===== src/hw/rtl/assert_macros.svh =====
// ----------------------------------------------------------------------------
// Assertion macros
// Shared concurrent assertion forms used by the RTL.
// ----------------------------------------------------------------------------
`ifndef ASSERT_MACROS_SVH
`define ASSERT_MACROS_SVH

// The consequent must hold in the same cycle as the antecedent.
`define ASSERT_SAME_CYCLE(label, clk, rst, ante, cons, msg) \
   label: assert property (@(posedge clk) disable iff (rst) (ante) |-> (cons)) \
      else $error(msg);

// The consequent must hold in the cycle after the antecedent.
`define ASSERT_NEXT_CYCLE(label, clk, rst, ante, cons, msg) \
   label: assert property (@(posedge clk) disable iff (rst) (ante) |=> (cons)) \
      else $error(msg);

`endif


===== src/hw/rtl/pcth_pkg.sv =====
// ----------------------------------------------------------------------------
// Point cloud top/side histogram package
// Widths, constants, state codes and the controller/datapath interface.
// ----------------------------------------------------------------------------
`default_nettype none

package pcth_pkg;

   localparam int MaxRows = 256;
   localparam int MaxCols = 512;
   localparam int RowW    = $clog2(MaxRows);
   localparam int ColW    = $clog2(MaxCols);
   localparam int AddrW   = RowW + ColW;
   localparam int CountW  = 18;
   localparam logic [CountW-1:0] CountSat = 18'd131072;

   localparam int MaxZW   = 15;
   localparam int RowsW   = 9;
   localparam int ColsW   = 10;
   localparam int CoordW  = 16;
   localparam int NumW    = 30;
   localparam int DenW    = MaxZW + 1;
   localparam int DivCntW = $clog2(NumW + 1);
   localparam int IdxW    = 2;
   localparam int JobW    = 2;

   localparam logic [IdxW-1:0] RegMaxZ = 2'd0;
   localparam logic [IdxW-1:0] RegRows = 2'd1;
   localparam logic [IdxW-1:0] RegCols = 2'd2;

   localparam logic [JobW-1:0] JobTopCol  = 2'd0;
   localparam logic [JobW-1:0] JobTopRow  = 2'd1;
   localparam logic [JobW-1:0] JobSideCol = 2'd2;
   localparam logic [JobW-1:0] JobSideRow = 2'd3;

   localparam logic [MaxZW-1:0] ResetMaxZ = 15'd4000;
   localparam logic [RowsW-1:0] ResetRows = 9'd240;
   localparam logic [ColsW-1:0] ResetCols = 10'd320;

   typedef enum logic [8:0] {
      ST_CLEAR  = 9'b000000001,
      ST_IDLE   = 9'b000000010,
      ST_MUL    = 9'b000000100,
      ST_LOAD   = 9'b000001000,
      ST_DIV    = 9'b000010000,
      ST_STORE  = 9'b000100000,
      ST_MEM_RD = 9'b001000000,
      ST_MEM_WR = 9'b010000000,
      ST_RESP   = 9'b100000000
   } state_type;

   typedef struct packed {
      logic            clr;
      logic            capture;
      logic            mul;
      logic            load;
      logic            div_step;
      logic            store;
      logic            mem_rd;
      logic            mem_wr;
      logic [JobW-1:0] job;
   } cmd_type;

   typedef struct packed {
      logic clear_last;
      logic mode_rd;
      logic div_done;
   } sts_type;

endpackage

`default_nettype wire


===== src/hw/rtl/pcth_ctrl.sv =====
// ----------------------------------------------------------------------------
// Histogram controller
// Sequences clearing, projection divisions and bin updates.
// ----------------------------------------------------------------------------
`default_nettype none

module pcth_ctrl (
   input  wire logic              clock,
   input  wire logic              reset,
   input  wire logic              start,
   output logic                   busy,
   output logic                   rsp_valid,
   output pcth_pkg::cmd_type      cmd,
   input  wire pcth_pkg::sts_type sts
);
   import pcth_pkg::*;

   state_type       state_ff, state_in;
   logic [JobW-1:0] job_ff, job_in;

   always_comb begin
      state_in = state_ff;
      job_in   = job_ff;
      cmd      = '0;
      cmd.job  = job_ff;
      unique case (state_ff)
         ST_CLEAR: begin
            cmd.clr = 1'b1;
            if (sts.clear_last) state_in = ST_IDLE;
         end
         ST_IDLE: begin
            if (start) begin
               cmd.capture = 1'b1;
               job_in      = JobTopCol;
               state_in    = ST_MUL;
            end
         end
         ST_MUL: begin
            cmd.mul  = 1'b1;
            state_in = sts.mode_rd ? ST_MEM_RD : ST_LOAD;
         end
         ST_LOAD: begin
            cmd.load = 1'b1;
            state_in = ST_DIV;
         end
         ST_DIV: begin
            if (sts.div_done) state_in = ST_STORE;
            else cmd.div_step = 1'b1;
         end
         ST_STORE: begin
            cmd.store = 1'b1;
            job_in    = job_ff + 1'b1;
            state_in  = (job_ff == JobSideRow) ? ST_MEM_RD : ST_MUL;
         end
         ST_MEM_RD: begin
            cmd.mem_rd = 1'b1;
            state_in   = ST_MEM_WR;
         end
         ST_MEM_WR: begin
            cmd.mem_wr = 1'b1;
            state_in   = ST_RESP;
         end
         ST_RESP: begin
            state_in = ST_IDLE;
         end
         default: begin
            state_in = ST_IDLE;
         end
      endcase
   end

   always_ff @(posedge clock) begin
      if (reset) begin
         state_ff <= ST_CLEAR;
         job_ff   <= '0;
      end else begin
         state_ff <= state_in;
         job_ff   <= job_in;
      end
   end

   assign busy      = (state_ff != ST_IDLE);
   assign rsp_valid = (state_ff == ST_RESP);

endmodule

`default_nettype wire


===== config.mk =====
export PLATFORM = sky130hd
export DESIGN_NAME = pcth_ctrl
export DESIGN_NICKNAME = d
export VERILOG_FILES = /design/src/hw/rtl/assert_macros.svh /design/src/hw/rtl/pcth_pkg.sv /design/src/hw/rtl/pcth_ctrl.sv
export SDC_FILE = /design/constraint.sdc
export NUM_CORES = 1
export LEC_CHECK = 0
export CELL_PAD_IN_SITES_DETAIL_PLACEMENT = 1
export CELL_PAD_IN_SITES_GLOBAL_PLACEMENT = 1
export CORE_ASPECT_RATIO = 1.1
export CORE_MARGIN = 3
export CORE_UTILIZATION = 42
export DETAILED_ROUTE_END_ITERATION = 6
export DONT_BUFFER_PORTS = 1
export PLACE_DENSITY = 0.74
export SLEW_MARGIN = 20
export SYNTH_ARGS = -nofsm -noshare
export SYNTH_HDL_FRONTEND = slang
export SYNTH_SLANG_ARGS = --single-unit

===== constraint.sdc =====
create_clock -name clock -period 1.85 [get_ports clock]
set_input_delay 0 -clock clock [delete_from_list [all_inputs] [get_ports clock]]
set_output_delay 0 -clock clock [all_outputs]
set_load 0.02 [all_outputs]

# == Word-level counts from Yosys, hierarchy flattened ==
# Index checks and enable logic that the tools add are counted.
# totals
regBits,11
inputBits,6
out_inout_bits,12
wordCells,38
# classes
addsub,1
eq_ne,14
muxes,18
reduce_logical,3
# ops
operator,count
one-hot mux 9 bit (8 select lines),1
2-to-1 mux 9 bit,3
2-to-1 mux 7 bit,2
2-to-1 mux 1 bit,10
equality test 9 x 1 -> 1 bit (second input constant),1
equality test 9 x 2 -> 1 bit (second input constant),1
equality test 9 x 3 -> 1 bit (second input constant),1
equality test 9 x 4 -> 1 bit (second input constant),1
equality test 9 x 5 -> 1 bit (second input constant),1
equality test 9 x 6 -> 1 bit (second input constant),1
equality test 9 x 7 -> 1 bit (second input constant),1
equality test 9 x 8 -> 1 bit (second input constant),1
equality test 9 bit (second input constant),1
inequality test 9 x 2 -> 1 bit (second input constant),1
inequality test 2 bit (second input constant),3
one-hot mux 2 bit (2 select lines),1
AND reduction 3 bit,1
adder 2 x 1 -> 2 bit (second input constant),1
equality test 2 bit (second input constant),1
2-to-1 mux 2 bit,1
AND reduction 2 bit,1
nonzero test 2 bit,1

# == Depth between registers and ports, before layout ==
# Gate-level depths: netlist of the first run.
# logic_depth
word_depth,3
depth_mapped,6
depth_no_buf,5

# == Worst setup path after synthesis of the first run ==
# Ideal clock, no wire load.
# synth_path
kind,register to register
startpoint,register state_ff[0]
endpoint,register state_ff[4]
setup_time_ps,66
t_arrival_ps,1844
required_time_ps,1784
path_slack_ps,-60
stages_incl_launch_ff,6
n_path_buf,1
period_less_slack_ps,1910
path_cell_list,dfxtp_1 buf_4 or3_2 nor4_1 nor2_1 nor2_1
# synth_between
elab_chain_cells,3
word_cells_on_any_way,13
cone_classes,eq/ne (11); mux (1); reduce/logical (1)
# synth_lines
item,line_no,source
"start, declared",pcth_ctrl.sv:18,"state_type state_ff, state_in;"
"start signal, assigned",pcth_ctrl.sv:77,state_ff <= state_in;
"equality test 9 x 1 -> 1 bit, or another cell as far along",pcth_ctrl.sv:26,unique case (state_ff)
inequality test 2 bit (no line),--,
AND reduction 3 bit (no line),--,
# Several ways; a longest one is shown, not always the timed one.
# A chain may end at the register's enable or synchronous reset.

==> summary.txt, run 1 <==
N_diodes - 0
Average vias per placed instance - 6.14
Initial Util - 0.465
PortBufs - 0
Post-layout minimum cycle time - 1.74 ns
Drt first-iter violations - 12
Die height - 47.8 um
Reg2Reg Setup Slack - 0.20 ns
H-tree depth - 1
Post-Syn Area - 668 sq um
Layout cell share with drive strength beyond 1 - 0.237
Post CTS Setup Buffer Count - 0
Worst skew pair latency - 0.27 ns
Placed cell area - 732 sq um
Die W - 44.0 um
Maximum vdd drop - 0.000375 V
Final worst setup slack - 0.105 ns
Total global-route track usage - 0.197
Post-Layout Cell Count - 109
CTS tree - done
Worst setup SP type - flop
GP Congestion - 0.767
Routed WL - 1860 um
Synth unique cells - 33
YS warnings - 0
CTS clk-pin slew, worst paths - 0.08 ns
Max-capacitance violation count - 0
Final-stage net count - 101
Root buf cell - clkbuf_4
Mean post-synth cell area - 8.35 sq um
Hold Crit Class - primary input to flop
Slew Viols, Final - 0
Highest metal used - met4
Relative slew margins - 0.730
Critical Path Sink Type - output port
Critical Path Fanout Max - 8
# IOs - 18
Metal2 WL - 946 um
Post-DP HPWL - 1440 um
Final Hold Vio Count - 0
Initial antenna violation count - 0
Area Overhead vs Synth - 21.7%
Core Footprint - 0.00144 sq mm
Post-synth EDFFs - 0
Outcome - finished, final reports clean
Clock skew - 0.000351 ns
Post-synthesis register bit count - 11
DR WL/cell - 17.1 um
Leakage - 0.321 nW
Worst Path Arrival - 1.74 ns
Total gr overflow - 0
Setup violations, final - 0
FP Rows - 14
Residual DRC - 0
Design Area, Final - 813 sq um
Post-Syn Instances - 80
Place WS - 0.208 ns
Seq/Total Area, Yosys - 0.330
First-pass GRT wire length - 2930 um
Cts bufs inserted - 3
R2r startpoint - state_ff[2]
Vias in the first global route - 620
Net Count, Synth - 87
Clk buf depth - 2
Final Cycle Share - 0.943
Number of routed nets with antenna violations - 0
Fill count - 182
Crit path kind - flop to output port
Pwr Density - 641 mW/mm^2
WHS - 0.0462 ns
RSZ-0062 raised after global routing - false
Required time worst endpoint - 1.85 ns
Pin count of the biggest net entering global routing - 11
Synth async-reset ratio - 0
Drt pass-1 iters - 4
Placed insts - 101
Routed vias - 669
Worst slew pin tran - 0.401 ns
Hold path startpoint - start
Die area - 0.00211 sq mm
Worst Setup SP - state_ff[2]
Maximum clock rate - 573 MHz
WL met1 - 829 um
Met3 wire length - 69 um
Clk sinks - 11
Main synth FF type - dfxtp_1
Setup_tns - 0 ns
==> synth_stat cells (2+ instances only) <==
cell | n | area, sq um
dfxtp_1 | 11 | 220
nor2_1 | 10 | 37.5
nor4_1 | 5 | 31.3
a21oi_1 | 4 | 20.0
nor3_1 | 4 | 20.0
a311oi_1 | 3 | 26.3
and2_1 | 3 | 18.8
inv_1 | 3 | 11.3
nand2_1 | 3 | 11.3
nand2b_1 | 3 | 18.8
nand3_1 | 3 | 15.0
nand4_1 | 3 | 18.8
nor3b_1 | 3 | 22.5
and3_1 | 2 | 12.5
buf_4 | 2 | 15.0
==> flip-flops by register name, indices dropped and copies added (netlist names) <==
signal	flops
job_ff	2
state_ff	9
==> what timing repair did <==
item / 4_1_cts / 5_1_grt
resized for setup: 0 / 4
endpoints found under the hold margin: 11 / 0
endpoints found under the setup margin: 0 / 2
hold buffers: 4 / 0
==> cells by family (layout without fill, tap and decap cells) <==
logic type,after synthesis,after routing,synth area share
AO/OA/AOI/OAI,14,14,0.152
XOR/XNOR,1,1,0.0131
adder cells (fa/ha/maj),1,1,0.0187
buffers and inverters,7,20,0.0618
flip-flops,11,11,0.330
AND/OR/NAND/NOR,46,46,0.425
==> final timing paths <==
path | end | cells past startpoint
setup / recovery | cmd[9] | 3
hold / removal | job_ff[0] | 3
setup reg to reg | state_ff[8] | 4
hold reg to reg | state_ff[6] | 2
==> critical path, cell delays in order, from the launching register on <==
cell and delay [ns]:
dfxtp_1 0.38, or4_4 0.57, nor2_1 0.21, and3_1 0.31
==> final cells by class <==
class | instances | area [sq um] | share of cell area
Sequential cell | 11 | 221 | 0.272
Tap cell | 16 | 20.0 | 0.0246
Inverter | 3 | 11.3 | 0.0138
Timing Repair Buffer | 13 | 108 | 0.132
Multi-Input combinational cell | 62 | 427 | 0.525
Clock buffer | 4 | 26.3 | 0.0323
==> power by group <==
group | switching, W | total, W | internal [W]
logic | 0.0000537 | 0.0000943 | 0.0000406
clock network | 0.0000892 | 0.000173 | 0.0000835
registers | 0.0000116 | 0.000254 | 0.000243
total | 0.000155 | 0.000521 | 0.000367
==> routing by layer <==
layer,track usage,vias to the layer above
met5,0,-
met4,0.0904,0
met3,0.0338,2
met2,0.337,11
met1,0.243,324
li1,-,332
==> through the flow <==
| stage | utilization | total power [W] |
|---|---|---|
| 4_1_cts | 0.556 | 0.000526 |
| 2_1_floorplan | - | 0.000323 |
| 6_report | 0.566 | 0.000521 |
| 5_1_grt | 0.566 | 0.000546 |
| 3_3_place_gp | 0.510 | 0.000337 |
| 3_5_place_dp | 0.510 | 0.000340 |
==> cell usage in the layout (no fill, tap or decap), drive strengths merged, types with 2 or more instances in the layout <==
cell	synthesis	final
nand4	3	3
nand2	3	3
or3	2	2
nor2	10	10
a311oi	3	3
a21oi	4	4
nor4	6	6
nor3	4	4
and2	3	3
nor3b	3	3
dfxtp	11	11
buf	4	9
clkbuf	0	4
inv	3	3
nand2b	3	3
and3	2	2
nand3	3	3
dlygate4sd3	0	4
Power figures use the tool's default switching activity.
==> run 2, diff against run 1 <==
CELL_PAD_IN_SITES_DETAIL_PLACEMENT = not set   (was 1)
CELL_PAD_IN_SITES_GLOBAL_PLACEMENT = not set   (was 1)
CORE_AREA = 3 3 40 42   (was not set)
CORE_ASPECT_RATIO = not set   (was 1.1)
CORE_MARGIN = not set   (was 3)
CORE_UTILIZATION = not set   (was 42)
CTS_CLUSTER_SIZE = 12   (was not set)
DIE_AREA = 0 0 43 45   (was not set)
GPL_ROUTABILITY_DRIVEN = 0   (was not set)
PLACE_DENSITY = 0.66   (was 0.74)
==> run 2 against run 1 <==
Critical path depth is the same; first-iteration DRC count grew 33%; final cell count shrank 0.92%; clock skew grew 0.0037 ns; clock-buffer cell count is the same; total power shrank 1.2%; die area shrank 8.1%; via count grew 2.7%; maximum frequency shrank 3.3%; combinational power grew 1%; critical endpoint is now cmd[5]; largest cell class unchanged.
==> summary.txt, run 2 (same netlist as run 1, synthesis figures left out) <==
First-pass GRT wire length - 2880 um
Initial antenna violation count - 0
Design Area, Final - 803 sq um
Net Sw Power - 0.000147 W
Number of routed nets with antenna violations - 0
Fill count - 116
Clk buf depth - 2
Pin count of the biggest net entering global routing - 11
Required time worst endpoint - 1.85 ns
Clock skew - 0.00404 ns
Worst setup SP type - flop
CTS clk-pin slew, worst paths - 0.07 ns
# IOs - 18
Clk sinks - 11
Crit path kind - flop to output port
Final-stage net count - 101
DR WL/cell - 15.9 um
Slew Viols, Final - 0
Max reg flops - 9
Largest Register - state_ff
Storage cell area - 220 sq um
Maximum vdd drop - 0.000462 V
Outcome - finished, final reports clean
Reg2Reg Setup Slack - 0.12 ns
Commonest non-fill, non-tap cell in the layout - dfxtp_1
Relative slew margins - 0.723
Multi-input logic area - 419 sq um
Maximum clock rate - 554 MHz
Hold path startpoint - start
Reg2reg end - state_ff[7]
Average vias per placed instance - 6.36
Area Overhead vs Synth - 20.2%
Post-layout minimum cycle time - 1.80 ns
Residual DRC - 0
Internal Power - 0.000367 W
R2r startpoint - state_ff[2]
FP Rows - 13
Biggest regs - state_ff x9, job_ff x2
Overall power - 0.000515 W
Placed insts - 100
Critical Path Sink Type - output port
Worst Path Arrival - 1.80 ns
Leakage - 0.322 nW
N_diodes - 0
Routed WL - 1720 um
Final Util - 0.625
Routed vias - 687
Hold Crit Class - primary input to flop
Final Hold Vio Count - 0
Post-Layout Cell Count - 108
Final Cycle Share - 0.975
PortBufs - 0
Pwr Density - 641 mW/mm^2
Root buf cell - clkbuf_4
Die area - 0.00194 sq mm
Reg2reg path depth - 4
Core Footprint - 0.00128 sq mm
Worst Hold Depth - 3
Critical path's slowest cell - or4_4
Die W - 43 um
Most frequent cells in the layout - dfxtp_1 (11), nor2_1 (10), buf_4 (9)
Initial Util - 0.520
Drt pass-1 iters - 4
Worst slew pin tran - 0.412 ns
Drt first-iter violations - 16
Die height - 45 um
Layout cell share with drive strength beyond 1 - 0.204
Max-capacitance violation count - 0
Vias in the first global route - 648
Crit path cell chain - or4_4 -> nor4_4 -> buf_4
H-tree depth - 1
Critical Path Fanout Max - 8
Post-DP HPWL - 1230 um
Total global-route track usage - 0.198
Combinational fraction of design power - 0.185
Worst Hold Path EP - job_ff[0]
Sequential cell fraction of total power - 0.488
Worst skew pair latency - 0.27 ns
Cts bufs inserted - 3
Switching fraction of total power - 0.286
Critical path's largest stage delay - 0.58 ns
Setup violations, final - 0
CTS tree - done
Total gr overflow - 0
Placed cell area - 731 sq um
Clock network power share - 0.326
[run 2: cell type report]
class,count,share of cell area
inverter,3,0.0140
sequential,11,0.274
multi-input combinational,62,0.522
timing repair buffer,13,0.134
tap,15,0.0234
clock buffer,4,0.0327
[run 2: worst max-delay path, delay by kind of cell (launching register included)]
kind | cells | cell delay, ns
flops | 1 | 0.39
buf+inv | 1 | 0.21
simple gates | 2 | 0.93
[run 2: routing by layer]
metal  global-route usage  wire length (um)  vias to the layer above
met5                    0                 0                        -
met4               0.0904                27                        0
met3               0.0438               117                        4
met2                0.341               844                       29
met1                0.237               725                      323
li1                     -                 -                      331
[run 2: worst max path at each step]
stage	startpoint	endpoint	slack (ns)	cells after the start
5_1_grt	state_ff[2]	cmd[5]	-0.009	3
3_5_place_dp	state_ff[2]	state_ff[7]	0.16	4
4_1_cts	state_ff[2]	cmd[5]	0.08	3
2_1_floorplan	state_ff[4]	state_ff[8]	0.05	5
6_report	state_ff[2]	cmd[5]	0.05	3
3_3_place_gp	state_ff[2]	state_ff[8]	0.16	4
[run 2: power groups by stage]
stage                     Clock [W]  Combinational (W)  Sequential [W]
final                      0.000168          0.0000954        0.000251
after global routing       0.000176           0.000104        0.000253
after CTS                  0.000165          0.0000927        0.000251
after detailed placement          0          0.0000813        0.000256
after global placement            0          0.0000808        0.000256
after floorplan                   0          0.0000725        0.000251
[run 2: what timing repair did]
item | in CTS | in global routing
gates resized for setup | 0 | 1
hold buffers | 4 | 0
endpoints found under the setup margin | 0 | 1
endpoints found under the hold margin | 10 | 0
buffers inserted | 0 | 0
[run 2: stage by stage]
| stage | worst slack [ns] | setup TNS [ns] | hold WS [ns] |
|---|---|---|---|
| 3_3_place_gp | 0.164 | 0 | 0.0699 |
| 4_1_cts | 0.0768 | 0 | 0.0438 |
| 5_1_grt | -0.00923 | -0.00923 | 0.0771 |
| 2_1_floorplan | 0.0523 | 0 | 0.0462 |
| 3_5_place_dp | 0.163 | 0 | 0.0723 |
| 6_report | 0.0464 | 0 | 0.0340 |
==> run 3, diff against run 2 <==
ABC_AREA = 1   (was not set)
PLACE_DENSITY = 0.69   (was 0.66)
==> run 3 against run 2 <==
Largest cell class unchanged; setup slack better by 0.25 ns; critical endpoint is now cmd[8]; routed wire length down 11%; critical path type unchanged; first-iteration DRC count down 63%; register-to-register slack better by 0.33 ns; die area unchanged; clock skew down 0.0017 ns; highest routed layer unchanged; largest power group unchanged.
==> summary.txt, run 3 <==
Outcome - finished, final reports clean
PortBufs - 0
FP Rows - 13
Max reg flops - 9
Average vias per placed instance - 5.28
Clock skew - 0.00237 ns
Multi-input logic area - 437 sq um
YS warnings - 0
Relative slew margins - 0.573
Critical Path Fanout Max - 5
RSZ-0062 raised after global routing - false
# IOs - 18
CP most frequent cell - nor2_4
Seq/Total Area, Yosys - 0.307
Commonest non-fill, non-tap cell in the layout - nor2_1
Hold Crit Class - primary input to flop
Storage cell area - 220 sq um
Crit path kind - flop to output port
H-tree depth - 1
CTS tree - done
Slew Viols, Final - 0
Post-DP HPWL - 1210 um
Biggest regs - state_ff x9, job_ff x2
Die height - 45 um
Root buf cell - clkbuf_4
Synth async-reset ratio - 0
Die area - 0.00194 sq mm
Post-synth EDFFs - 0
Layout cell share with drive strength beyond 1 - 0.261
R2r startpoint - state_ff[4]
Dominant cells by area after synthesis - dfxtp_1 (31%), nor2_1 (8.4%), nor2_4 (7.9%), nand3_1 (7.0%), nand2_1 (6.8%)
DR WL/cell - 12.0 um
CTS clk-pin slew, worst paths - 0.07 ns
Maximum vdd drop - 0.000338 V
Net Count, Synth - 109
Design Area, Final - 813 sq um
Worst slew pin tran - 0.636 ns
Max-capacitance violation count - 0
Synth top area share - 0.307
Top cells by count, synth - nor2_1 (16), nand2_1 (13), inv_1 (12)
Critical path's slowest cell - nor2_1
Most frequent cells in the layout - nor2_1 (16), nand2_1 (13), inv_1 (12)
Mean post-synth cell area - 7.03 sq um
Synth unique cells - 21
Clk sinks - 11
Worst Setup SP - state_ff[4]
N_diodes - 0
Residual DRC - 0
Setup_tns - 0 ns
Post-Syn Area - 717 sq um
Pin count of the biggest net entering global routing - 11
Vias in the first global route - 612
Main synth FF type - dfxtp_1
Post-Syn Instances - 102
Placed cell area - 747 sq um
Hold path startpoint - start
Clk buf depth - 2
Core Footprint - 0.00128 sq mm
Final Cycle Share - 0.842
Met3 wire length - 100 um
Cts bufs inserted - 3
Fill count - 121
Place WS - 0.476 ns
Initial Util - 0.558
Highest metal used - met4
Metal2 WL - 661 um
Final-stage net count - 119
Count leader, synth - nor2_1
Post-layout minimum cycle time - 1.56 ns
Largest Register - state_ff
Final Hold Vio Count - 0
Maximum clock rate - 642 MHz
Routed vias - 665
Number of routed nets with antenna violations - 0
Worst path bufs/invs - 0
Required time worst endpoint - 1.85 ns
WL met1 - 717 um
Worst skew pair latency - 0.27 ns
Routed WL - 1520 um
Crit path cell chain - nor2_4 -> nand2_4 -> nor2_4 -> nand2_1 -> nor2_1
Drt pass-1 iters - 4
Worst setup SP type - flop
Post-synth top area cell - dfxtp_1
Critical path's largest stage delay - 0.36 ns
Setup violations, final - 0
Worst Path Arrival - 1.56 ns
First-pass GRT wire length - 2480 um
Final worst setup slack - 0.291 ns
Pwr Density - 592 mW/mm^2
Total global-route track usage - 0.174
Total gr overflow - 0
Leakage - 0.404 nW
Die W - 43 um
Drt first-iter violations - 6
Initial antenna violation count - 0
Post CTS Setup Buffer Count - 0
Critical Path Sink Type - output port
CP delay by family, top - simple AND/OR/NAND/NOR gates
Area Overhead vs Synth - 13.4%
Post-synthesis register bit count - 11
-- run 3: cell count changes after synthesis, sizes merged, moves of 3 or more --
cell,change
a21oi,+3
nand2b,-3
buf,-3
inv,+12
nor4,-6
nor2,+15
nand2,+17
a311oi,-3
nand3,+10
nand4,-3
-- run 3: worst min-delay path, delay by kind of cell --
family	cells	cell delay, ns
and+or+nand+nor	2	0.19
AOI/OAI and AO/OA	1	0.06
-- run 3: cell families after synthesis --
| group | synth area share |
|---|---|
| compound gates | 0.0611 |
| fa+ha+maj | 0.0174 |
| buf+inv | 0.0838 |
| flops | 0.307 |
| simple gates | 0.531 |
-- run 3: what timing repair did --
| action | 4_1_cts | 5_1_grt |
|---|---|---|
| hold buffers | 4 | 0 |
| hold endpoints to repair | 11 | 0 |
| resized for setup | 0 | 0 |
-- run 3: where the power goes --
group          total [W]  internal [W]  switching (W)
Combinational  0.0000721     0.0000243      0.0000478
Clock           0.000163     0.0000834      0.0000797
Sequential      0.000246      0.000241     0.00000534
-- run 3: metrics by stage --
step	power, W	instances	hold slack (ns)	util
after global placement	0.000313	118	0.0713	0.581
after detailed placement	0.000314	118	0.0733	0.581
final	0.000482	126	0.0292	0.633
after global routing	0.000510	126	0.0314	0.633
after floorplan	0.000307	102	0.141	-
after CTS	0.000485	126	0.0139	0.633
-- run 3: final timing paths --
check | to | slack, ns | depth (start not counted)
max | cmd[8] | 0.29 | 5
min reg2reg | job_ff[1] | 0.61 | 2
max reg2reg | state_ff[2] | 0.45 | 8
min | job_ff[0] | 0.03 | 3
-- run 3: layout make-up --
class / instances / share of cell area
Clock buffer: 4 / 0.0323
Sequential cell: 11 / 0.271
Timing Repair Buffer: 6 / 0.0677
Inverter: 15 / 0.0692
Multi-Input combinational cell: 75 / 0.537
Tap cell: 15 / 0.0231
-- run 3: routing by layer --
| layer | global-route usage | vias up |
|---|---|---|
| li1 | - | 341 |
| met1 | 0.202 | 297 |
| met2 | 0.272 | 21 |
| met3 | 0.0478 | 6 |
| met4 | 0.133 | 0 |
| met5 | 0 | - |
